==> src/sv/lsh512_pkg.sv <==
// lsh512_pkg: shared types, constants and helper functions for the LSH-512-512 engine.
// Depends on nothing; the controller, datapath and top level import it.

package lsh512_pkg;

    localparam int STEP_COUNT  = 28;
    localparam int BLOCK_WORDS = 32;
    localparam int CHAIN_WORDS = 16;

    // seed row of step constants; each later row is c + rotl(c, 8)
    localparam logic [63:0] STEP_SEED [8] = '{
        64'h97884283c938982a, 64'hba1fca93533e2355,
        64'hc519a2e87aeb1c03, 64'h9a0fc95462af17b1,
        64'hfc3dda8ab019a82b, 64'h02825d079a895407,
        64'h79f2d0a7ee06a6f7, 64'hd76d15eed9fdf5fe
    };

    localparam int GAMMA_ROT [8] = '{0, 16, 32, 48, 8, 24, 40, 56};
    localparam int EXPAND_SRC [16] = '{3, 2, 0, 1, 7, 4, 5, 6, 11, 10, 8, 9, 15, 12, 13, 14};
    localparam int PERM_SRC [16] = '{6, 4, 5, 7, 12, 15, 14, 13, 2, 0, 1, 3, 8, 11, 10, 9};

    localparam logic [63:0] PAD_WORD = 64'h80;

    // source of a block load into the expansion registers
    typedef enum logic [1:0] {
        SRC_BUF,
        SRC_PAD,
        SRC_ZERO
    } load_src_t;

    // controller to datapath commands
    typedef struct packed {
        logic      take;
        logic      load;
        load_src_t src;
        logic      step;
        logic      feed;
        logic      iv_save;
        logic      iv_load;
        logic [2:0] out_idx;
    } dp_cmd_t;

    // datapath to controller status
    typedef struct packed {
        logic pos_end;
    } dp_stat_t;

    // rotate left by a constant amount
    function automatic logic [63:0] rotl64(input logic [63:0] x, input int r);
        logic [63:0] res;
        if (r % 64 == 0)
            res = x;
        else
            res = (x << (r % 64)) | (x >> (64 - (r % 64)));
        return res;
    endfunction

endpackage

==> src/sv/lsh512_ctrl.sv <==
// lsh512_ctrl: sequencer for word intake, compression steps, padding and digest output.
// Depends on lsh512_pkg; commands lsh512_dp through dp_cmd_t.

module lsh512_ctrl
    import lsh512_pkg::*;
(
    input  logic     clk,
    input  logic     rst_n,
    input  logic     in_valid,
    output logic     in_stall,
    input  logic [3:0] valid_bytes,
    input  logic     last_word,
    output logic     out_valid,
    input  logic     out_stall,
    output logic     digest_last,
    input  dp_stat_t stat,
    output dp_cmd_t  cmd
);

    typedef enum logic [2:0] {
        S_LOAD,
        S_STEP,
        S_FEED,
        S_IDLE,
        S_OUT
    } state_t;

    state_t     state_reg, state_next;
    logic [4:0] stepc_reg, stepc_next;
    load_src_t  src_reg, src_next;
    logic       init_reg, init_next;
    logic       pend_reg, pend_next;
    logic       fin_reg, fin_next;
    logic [2:0] k_reg, k_next;
    logic       in_take;
    logic       out_take;

    assign in_stall    = (state_reg != S_IDLE);
    assign out_valid   = (state_reg == S_OUT);
    assign digest_last = out_valid && (k_reg == 3'd7);
    assign in_take     = in_valid && !in_stall;
    assign out_take    = out_valid && !out_stall;

    // next state and commands
    always_comb
    begin
        state_next = state_reg;
        stepc_next = stepc_reg;
        src_next   = src_reg;
        init_next  = init_reg;
        pend_next  = pend_reg;
        fin_next   = fin_reg;
        k_next     = k_reg;

        cmd         = '0;
        cmd.src     = src_reg;
        cmd.take    = in_take;
        cmd.out_idx = k_reg;

        unique case (state_reg)
            S_LOAD:
            begin
                cmd.load   = 1'b1;
                stepc_next = 5'd0;
                state_next = S_STEP;
            end
            S_STEP:
            begin
                cmd.step   = 1'b1;
                stepc_next = stepc_reg + 5'd1;
                if (stepc_reg == 5'(STEP_COUNT - 1))
                    state_next = S_FEED;
            end
            S_FEED:
            begin
                cmd.feed = 1'b1;
                if (init_reg)
                begin
                    cmd.iv_save = 1'b1;
                    init_next   = 1'b0;
                    state_next  = S_IDLE;
                end
                else if (pend_reg)
                begin
                    pend_next  = 1'b0;
                    fin_next   = 1'b1;
                    src_next   = SRC_PAD;
                    state_next = S_LOAD;
                end
                else if (fin_reg)
                begin
                    k_next     = 3'd0;
                    state_next = S_OUT;
                end
                else
                    state_next = S_IDLE;
            end
            S_IDLE:
            begin
                if (in_take)
                begin
                    src_next = SRC_BUF;
                    if (!last_word)
                    begin
                        if (stat.pos_end)
                        begin
                            fin_next   = 1'b0;
                            state_next = S_LOAD;
                        end
                    end
                    else if (valid_bytes[3] && stat.pos_end)
                    begin
                        // block filled exactly: padding block follows
                        pend_next  = 1'b1;
                        fin_next   = 1'b0;
                        state_next = S_LOAD;
                    end
                    else
                    begin
                        fin_next   = 1'b1;
                        state_next = S_LOAD;
                    end
                end
            end
            S_OUT:
            begin
                if (out_take)
                begin
                    if (k_reg == 3'd7)
                    begin
                        cmd.iv_load = 1'b1;
                        fin_next    = 1'b0;
                        state_next  = S_IDLE;
                    end
                    else
                        k_next = k_reg + 3'd1;
                end
            end
            default:
                state_next = S_IDLE;
        endcase
    end

    // state and control registers; reset runs the IV pass first
    always_ff @(posedge clk or negedge rst_n)
    begin
        if (!rst_n)
        begin
            state_reg <= S_LOAD;
            stepc_reg <= 5'd0;
            src_reg   <= SRC_ZERO;
            init_reg  <= 1'b1;
            pend_reg  <= 1'b0;
            fin_reg   <= 1'b0;
            k_reg     <= 3'd0;
        end
        else
        begin
            state_reg <= state_next;
            stepc_reg <= stepc_next;
            src_reg   <= src_next;
            init_reg  <= init_next;
            pend_reg  <= pend_next;
            fin_reg   <= fin_next;
            k_reg     <= k_next;
        end
    end

endmodule

==> config.mk <==
export PLATFORM = sky130hd
export DESIGN_NAME = lsh512_ctrl
export DESIGN_NICKNAME = d
export VERILOG_FILES = /design/src/sv/lsh512_pkg.sv /design/src/sv/lsh512_ctrl.sv
export SDC_FILE = /design/constraint.sdc
export NUM_CORES = 1
export LEC_CHECK = 0
export BUFFER_PORTS_ARGS = -buffer_cell sky130_fd_sc_hd__clkbuf_2
export CORE_AREA = 2 2 49 51
export DETAILED_ROUTE_END_ITERATION = 6
export DIE_AREA = 0 0 51 53
export HOLD_SLACK_MARGIN = 0.1
export PLACE_DENSITY_LB_ADDON = 0.2
export SLEW_MARGIN = 20
export SYNTH_ARGS = -nofsm -noshare
export SYNTH_HDL_FRONTEND = slang
export SYNTH_SLANG_ARGS = --single-unit
==> constraint.sdc <==
create_clock -name clk -period 2.03 [get_ports clk]
set_clock_uncertainty 0.15 [all_clocks]
set_input_delay 0.3045 -clock clk [delete_from_list [all_inputs] [get_ports clk]]
set_output_delay 0.3045 -clock clk [all_outputs]
set_load 0.01 [all_outputs]
# After elaboration in Yosys (flattened, before gate mapping)
# Cells that the tools add are included.
[word_totals]
regBits = 16
latch_bits = 0
ram_bits = 0
rom_bits = 0
inputBits = 10
word_cells = 86
n_memories = 0
[op_classes]
n_addsub = 2
multipliers = 0
n_div = 0
n_lt_le_gt_ge = 0
n_eq_ne = 19
n_shift = 0
muxes = 42
n_bitwise = 0
reduce_logical = 16
[ops]
columns = ["operator", "n"]
rows = [
  ["$mux 3", 14],
  ["$mux 1", 18],
  ["$ne 2x2->1 const B", 9],
  ["$pmux 3 s5", 1],
  ["$pmux 5 s2", 1],
  ["$reduce_and 5->1", 2],
  ["$mux 2", 4],
  ["$reduce_and 7->1", 1],
  ["$eq 3x2->1 const B", 2],
  ["$eq 3x3->1 const B", 2],
  ["$pmux 3 s2", 1],
  ["$reduce_and 6->1", 1],
  ["$reduce_bool 2->1", 3],
  ["$add 5x1->5 const B", 1],
  ["$eq 5x5->1 const B", 1],
  ["$logic_and 1x1->1", 4],
  ["$ne 2x1->1 const B", 2],
  ["$pmux 2 s2", 1],
  ["$reduce_and 4->1", 1],
  ["$add 3x1->3 const B", 1],
  ["$eq 3x1->1 const B", 1],
  ["$logic_not 3->1", 1],
  ["$ne 3x2->1 const B", 1],
  ["$ne 3x3->1 const B", 1],
  ["4 further kinds", 5],
]

# Depth between registers and ports, before layout
# Gate-level depths: netlist (run 1).
[logic_depth]
depth_word = 5
ltp_mapped = 6
ltp_nobuf = 6

# Least setup slack after synthesis (run 1)
# No wires, ideal clock.
[synth_path]
kind = "flip-flop to flip-flop"
from = "register k_reg[0]"
to = "register fin_reg"
t_arrival_ps = 1478
required_ps = 1755
setup_slack_ps = 277
path_stages_with_launch = 7
n_path_buf = 0
synth_period_minus_slack_ps = 1753
path_cell_list = "dfrtp_1 -> ha_1 -> ha_1 -> inv_1 -> o21a_4 -> a211oi_2 -> mux2_4"
[synth_between]
elab_chain_cells = 3
[synth_rtl]
columns = ["element", "line", "text"]
rows = [
  ["start: declaration", "lsh512_ctrl.sv:34", "logic [2:0] k_reg, k_next;"],
  ["start signal: assignment", "lsh512_ctrl.sv:165", "k_reg <= k_next;"],
  ["$eq 3x3->1", "lsh512_ctrl.sv:129", "if (k_reg == 3'd7)"],
  ["$ne 2x1->1 (no source line)", "--", ""],
  ["$reduce_and 7->1 (no source line)", "--", ""],
  ["end signal: assignment", "lsh512_ctrl.sv:164", "fin_reg <= fin_next;"],
  ["end: declaration", "lsh512_ctrl.sv:33", "logic fin_reg, fin_next;"],
]
# No other way between the ends.
# A chain may end at the register's enable or synchronous reset.

==> summary.txt, run 1 <==
Setup path
  • Max stage delay on crit path: 460 ps
  • Critical path type: reg -> out
  • Data required, critical path: between 1500 and 2000 ps
  • Top Family by Delay on Critical Path: simple AND/OR/NAND/NOR gates
  • Critical path arrival: 1510 ps
  • Critical path, cell by cell: or3b_4, inv_2, and2_1, clkbuf_2
  • CP bufs+invs: 2
  • Crit. End Element: output port
  • Crit path launch type: register
  • Slowest cell on crit path: or3b_4
  • CP Max Fanout: 7

Yosys
  • Synth area leader: dfrtp_1
  • Register area share after synthesis: 0.428
  • Yosys cell types: 39
  • Ranking of synthesized cells by area: dfrtp_1 (37%), dfstp_2 (5.6%), ha_1 (4.0%)
  • Ys flop type: dfrtp_1
  • Top-area cell type share of the netlist area: 0.372
  • Cell count after synthesis: 97
  • Mean Syn Cell Area: about 10 um2
  • Post-synth EDFFs: 0
  • Yosys reg bits: 16
  • Ys Warns: 0
  • Nets in the synthesized netlist: 110
  • Share of flip-flops with an asynchronous set or reset: 1.00
  • Post-Synthesis Cell Area: ~940 um2

Pwr
  • Peak supply drop: between 600 and 700 uV
  • PwrDens: 1240 mW/mm2
  • Overall Power: roughly 1.4 mW
  • P_leak: around 0.57 nW

Clock network
  • H-Tree Level Count: 1
  • CTS root buf: clkbuf_4
  • CTS tree: built
  • Post-CTS setup buffers: 0
  • Bufs on Longest Clock Path: 2
  • CTS buffer count: 3
  • Total clock sinks: 16
  • Clk_lat worst skew: roughly 290 ps
  • Reg clk slew, reported paths: 90 ps

Layout
  • Max reg flops: 5
  • Area delta synth->final: 20.3%
  • Layout cell share with drive strength beyond 1: 0.350
  • Antenna cell count: 0
  • NumNets Final: 134

Drt
  • Pre-Repair DR Iteration Count: 4
  • Via count: about 770
  • Vias per cell: about 5.2
  • Antenna-violating nets left: 0
  • # DRC: 0
  • DRT iter0 DRCs: 10
  • Final WL: between 1500 and 2000 um
  • Post-DR wirelength/cell: between 10 and 15 um

Timing
  • Fin. max-slew vios: 0
  • Setup ws final: approximately 62 ps
  • Count of final setup violators: 0
  • Fmax: between 0.5 and 0.6 GHz
  • Tcrit/Tclk final: 0.969
  • Setup TNS: 0 ps
  • Hold Slack: between 100 and 150 ps
  • Worst-margin pin slew: 401 ps
  • RSZ-0062 raised after global routing: no
  • Min Tclk post-route: between 1500 and 2000 ps
  • Final hold viol count: 0
  • Relative slew slack: 0.733

Die
  • Height of the chip: ~53 um
  • Initial Util: 0.439
  • Die area: 0.00270 mm2
  • Io pins: 24
  • Die X-Extent: between 50 and 60 um
  • Std cell rows: 17
  • Core Area: 0.00215 mm2

Placement
  • Port Buffer Count: 20
  • Post-DP HPWL: 1290 um
  • Pre-CTS setup slack: between 200 and 300 ps
  • Gp weighted congestion: about 0.76

Global route
  • Vias in the first global route: ~670
  • Largest net degree at the start of global routing: 17
  • Gr ovfl total: 0
  • Initial antenna violation count: 0
  • Gr usage total: 0.153
  • First-pass GRT wire length: between 3000 and 4000 um

Job
  • Max-cap violation count: 0

Run status
  • Status: finished, final reports clean

Min path
  • Hold Crit Class: in -> reg
worst paths after layout:
kind / startpoint / endpoint / slack (ps) / cells after the start
setup / recovery: state_reg[2]$_DFFE_PN0P_ / cmd[4] / 60 / 4
min in group asynchronous: rst_n / pend_reg$_DFFE_PN0P_ / 310 / 2
max in group asynchronous: rst_n / src_reg[1]$_DFFE_PN1P_ / 1100 / 2
hold / removal: last_word / pend_reg$_DFFE_PN0P_ / 120 / 3
hold reg to reg: src_reg[1]$_DFFE_PN1P_ / src_reg[1]$_DFFE_PN1P_ / 350 / 1
setup reg to reg: k_reg[0]$_DFFE_PN0P_ / fin_reg$_DFFE_PN0P_ / 240 / 6
cells in the mapped netlist (all sizes together) (4+ instances only):
cell type / n
a22o: 4
and2: 5
buf: 4
dfrtp: 14
nand2: 9
nor2: 5
nor3: 4
o21ai: 8
per-stage QoR:
stage,cell area [um2],util,std cells
2_1_floorplan,942,-,97
3_3_place_gp,1050,0.490,141
3_5_place_dp,1050,0.490,141
4_1_cts,1110,0.519,147
5_1_grt,1130,0.528,148
6_report,1130,0.528,148
what timing repair did:
action / 4_1_cts / 5_1_grt
resized for setup: 2 / 3
endpoints found under the setup margin: 1 / 2
hold endpoints to repair: 17 / 1
hold buffers: 2 / 1
pin swaps: 0 / 0
report_power, final:
group          switching [mW]  internal [mW]  total (mW)
logic                   0.350          0.327       0.677
clock network           0.102          0.109       0.211
registers              0.0953          0.421       0.516
worst reg2reg max path: stages, from the launching register on:
cell,delay (ps)
dfrtp_1,380
ha_1,160
ha_2,180
inv_1,90
o21a_4,230
a211oi_2,180
mux2_4,320
placed cells by master (no fill, tap or decap), types with 2 or more instances in the layout:
| cell type | synthesis | final |
|---|---|---|
| o21ai_1 | 4 | 4 |
| o21ai_0 | 4 | 4 |
| clkbuf_2 | 0 | 20 |
| nor2_1 | 5 | 5 |
| nor2b_1 | 2 | 2 |
| dfrtp_1 | 14 | 13 |
| and2_1 | 5 | 5 |
| and3b_1 | 3 | 3 |
| a21o_1 | 2 | 2 |
| nand2_1 | 9 | 9 |
| buf_4 | 2 | 2 |
| nor3b_1 | 2 | 2 |
| mux2_2 | 2 | 2 |
| clkbuf_4 | 0 | 3 |
| ha_1 | 3 | 2 |
| dfstp_2 | 2 | 2 |
| dlygate4sd3_1 | 0 | 3 |
| inv_1 | 2 | 2 |
| nor3_1 | 4 | 3 |
| a21oi_1 | 3 | 3 |
| or3b_4 | 0 | 2 |
| nand3_1 | 3 | 3 |
| a22o_1 | 4 | 4 |
layout make-up:
type	count	area [um2]
multi-input combinational	71	493
timing repair buffer	25	145
fill	199	1010
sequential	16	404
tap	28	35.0
clock buffer	4	36.3
inverter	4	20.0
cells by family (layout without fill, tap and decap cells):
| family | Yosys count | in the layout | synth area share |
|---|---|---|---|
| compound gates | 23 | 23 | 0.178 |
| flops | 16 | 16 | 0.428 |
| fa+ha+maj | 3 | 3 | 0.0398 |
| mux | 3 | 3 | 0.0398 |
| buf+inv | 10 | 33 | 0.0624 |
| simple gates | 42 | 42 | 0.252 |
layer usage:
layer | share of wire | GRT usage
met1 | 0.49 | 0.207
met2 | 0.46 | 0.221
met3 | 0.034 | 0.0339
met4 | 0.020 | 0.0946
met5 | 0 | 0
No activity file was read; power rests on OpenSTA's default activity.
==> run 2: changes to the inputs <==
--- a/config.mk
+++ b/config.mk
@@ -7,7 +7,7 @@
 export LEC_CHECK = 0
 export BUFFER_PORTS_ARGS = -buffer_cell sky130_fd_sc_hd__clkbuf_2
-export CORE_AREA = 2 2 49 51
+export CORE_AREA = 2 2 50 52
 export DETAILED_ROUTE_END_ITERATION = 6
-export DIE_AREA = 0 0 51 53
+export DIE_AREA = 0 0 52 54
 export HOLD_SLACK_MARGIN = 0.1
 export PLACE_DENSITY_LB_ADDON = 0.2
==> constraint.sdc (replaced) <==
create_clock -name clk -period 2.03 [get_ports clk]
set_clock_uncertainty 0.15 [all_clocks]
set_input_delay 0 -clock clk [delete_from_list [all_inputs] [get_ports clk]]
set_output_delay 0 -clock clk [all_outputs]
set_load 0.01 [all_outputs]
==> summary.txt, run 2 (synthesis results as in run 1) <==
Drt
  • Antenna-violating nets left: 0
  • Met2 wire length: 923 um
  • Via count: 805
  • Routed length on met3: ~50 um
  • Final WL: 1890 um
  • Top sig layer: met4
  • Vias per cell: approximately 5.2
  • # DRC: 0
  • Post-DR wirelength/cell: 12.2 um
  • M1 WL: ~900 um
  • DRT iter0 DRCs: 6
  • Pre-Repair DR Iteration Count: 2

Pwr
  • Overall Power: roughly 1.4 mW
  • PwrDens: approximately 1200 mW/mm2
  • Seq pwr share: 0.381
  • Peak supply drop: 558 uV
  • Clock share of power: 0.150
  • Psw: around 0.55 mW
  • Int Power: 0.847 mW
  • P_leak: 0.585 nW
  • Sw Ratio: 0.392
  • Logic gate share of total power: 0.469

Setup path
  • Critical path, cell by cell: and3b_1, nand3_1, dlygate4sd3_1, o21ai_0, mux2_4
  • Crit path launch type: register
  • Reg2reg start: state_reg[1]$_DFFE_PN0P_
  • R2R depth: 5
  • Max stage delay on crit path: approximately 550 ps
  • Crit. End Element: register
  • Critical path type: reg -> reg
  • CP Max Fanout: 11
  • Critical path arrival: 1970 ps
  • Worst reg2reg endpoint: fin_reg$_DFFE_PN0P_
  • Data required, critical path: ~2000 ps
  • Internal reg-to-reg setup slack: about 94 ps
  • Slowest cell on crit path: dlygate4sd3_1

Clock network
  • H-Tree Level Count: 1
  • Clk_lat worst skew: 280 ps
  • Reg clk slew, reported paths: about 100 ps
  • Total clock sinks: 16
  • Bufs on Longest Clock Path: 2
  • CTS tree: built
  • CTS root buf: clkbuf_4
  • CTS buffer count: 3

Timing
  • Final hold viol count: 0
  • Tcrit/Tclk final: 0.954
  • Fin. max-slew vios: 0
  • Fmax: a little over 0.5 GHz
  • Relative slew slack: 0.544
  • Hold Slack: 344 ps
  • Setup ws final: roughly 94 ps
  • Count of final setup violators: 0
  • Min Tclk post-route: 1940 ps
  • RSZ-0062 raised after global routing: no
  • Setup TNS: 0 ps
  • Worst-margin pin slew: roughly 700 ps

Job
  • Max-cap violation count: 0

Layout
  • Layout cell share with drive strength beyond 1: 0.296
  • NumNets Final: between 100 and 150
  • Fin cells: between 150 and 200
  • Antenna cell count: 0
  • Finished Core Util: 0.507
  • Finished Cell Area: ~0.0012 mm2
  • Area delta synth->final: 24.8%
  • Commonest non-fill, non-tap cell in the layout: clkbuf_2
  • FILL cells: 218
  • Max reg flops: 5
  • Commonest non-fill, non-tap cells in the layout: clkbuf_2 (20), dfrtp_1 (13), nand2_1 (9), dlygate4sd3_1 (9)

Die
  • Initial Util: 0.406
  • Die X-Extent: approximately 52 um
  • Core Area: between 0.002 and 0.0025 mm2
  • Die area: about 0.0028 mm2
  • Height of the chip: around 54 um
  • Io pins: 24
  • Std cell rows: 18

Global route
  • First-pass GRT wire length: around 3200 um
  • Initial antenna violation count: 0
  • Gr usage total: 0.160
  • Largest net degree at the start of global routing: 15
  • Vias in the first global route: around 800
  • Gr ovfl total: 0

Placement
  • Pre-CTS setup slack: about 200 ps
  • Placed Area: roughly 0.0010 mm2
  • Inst Count DP: roughly 140
  • Post-DP HPWL: 1390 um
  • Gp weighted congestion: around 0.74
  • Port Buffer Count: 20

Min path
  • Hold Crit Class: in -> reg
  • Worst hold endpoint: pend_reg$_DFFE_PN0P_
  • Worst hold stages: 4
  • Worst hold start: valid_bytes[3]

Run status
  • Status: finished, final reports clean
## run 2: cell types whose count changed in the layout (fill, tap and decap cells not counted), sizes merged
cell,change
dlygate4sd3,+6
buf,-1
## run 2: metal layers
layer  up-vias  track usage
li1        401            -
met1       392        0.195
met2        10        0.264
met3         2       0.0250
met4         0        0.101
met5         -            0
## run 2: what timing repair did
| action | CTS | global route |
|---|---|---|
| resized for setup | 0 | 1 |
| endpoints found under the setup margin | 0 | 1 |
| buffers inserted | 0 | 0 |
| hold endpoints to repair | 26 | 0 |
| hold buffers | 9 | 0 |
## run 2: critical path: cells and delay by family, from the launching register on
| family | cells | cell delay (ps) |
|---|---|---|
| AO/OA/AOI/OAI | 1 | 80 |
| buffers and inverters | 1 | 550 |
| flip-flops | 1 | 470 |
| multiplexers | 1 | 250 |
| AND/OR/NAND/NOR | 2 | 340 |
## run 2: worst max-delay path by stage
stage	start	end	slack, ps	depth (start not counted)
after floorplan	k_reg[0]$_DFFE_PN0P_	fin_reg$_DFFE_PN0P_	280	6
after global placement	state_reg[1]$_DFFE_PN0P_	fin_reg$_DFFE_PN0P_	230	5
after detailed placement	state_reg[1]$_DFFE_PN0P_	fin_reg$_DFFE_PN0P_	200	5
after CTS	state_reg[1]$_DFFE_PN0P_	fin_reg$_DFFE_PN0P_	80	5
after global routing	state_reg[1]$_DFFE_PN0P_	fin_reg$_DFFE_PN0P_	20	5
final	state_reg[1]$_DFFE_PN0P_	fin_reg$_DFFE_PN0P_	90	5
## run 2: area by class of cell
class	count	area, um2	area share
Tap cell	30	37.5	0.0319
Multi-Input combinational cell	71	480	0.409
Timing Repair Buffer	30	198	0.168
Clock buffer	4	36.3	0.0309
Inverter	4	20.0	0.0170
Sequential cell	16	404	0.344
## run 2: power groups by stage
stage / sequential, mW / clock, mW / combinational, mW
5_1_grt: 0.552 / 0.231 / 0.735
3_5_place_dp: 0.534 / 0 / 0.646
4_1_cts: 0.529 / 0.220 / 0.665
6_report: 0.531 / 0.209 / 0.654
3_3_place_gp: 0.529 / 0 / 0.630
2_1_floorplan: 0.499 / 0 / 0.515
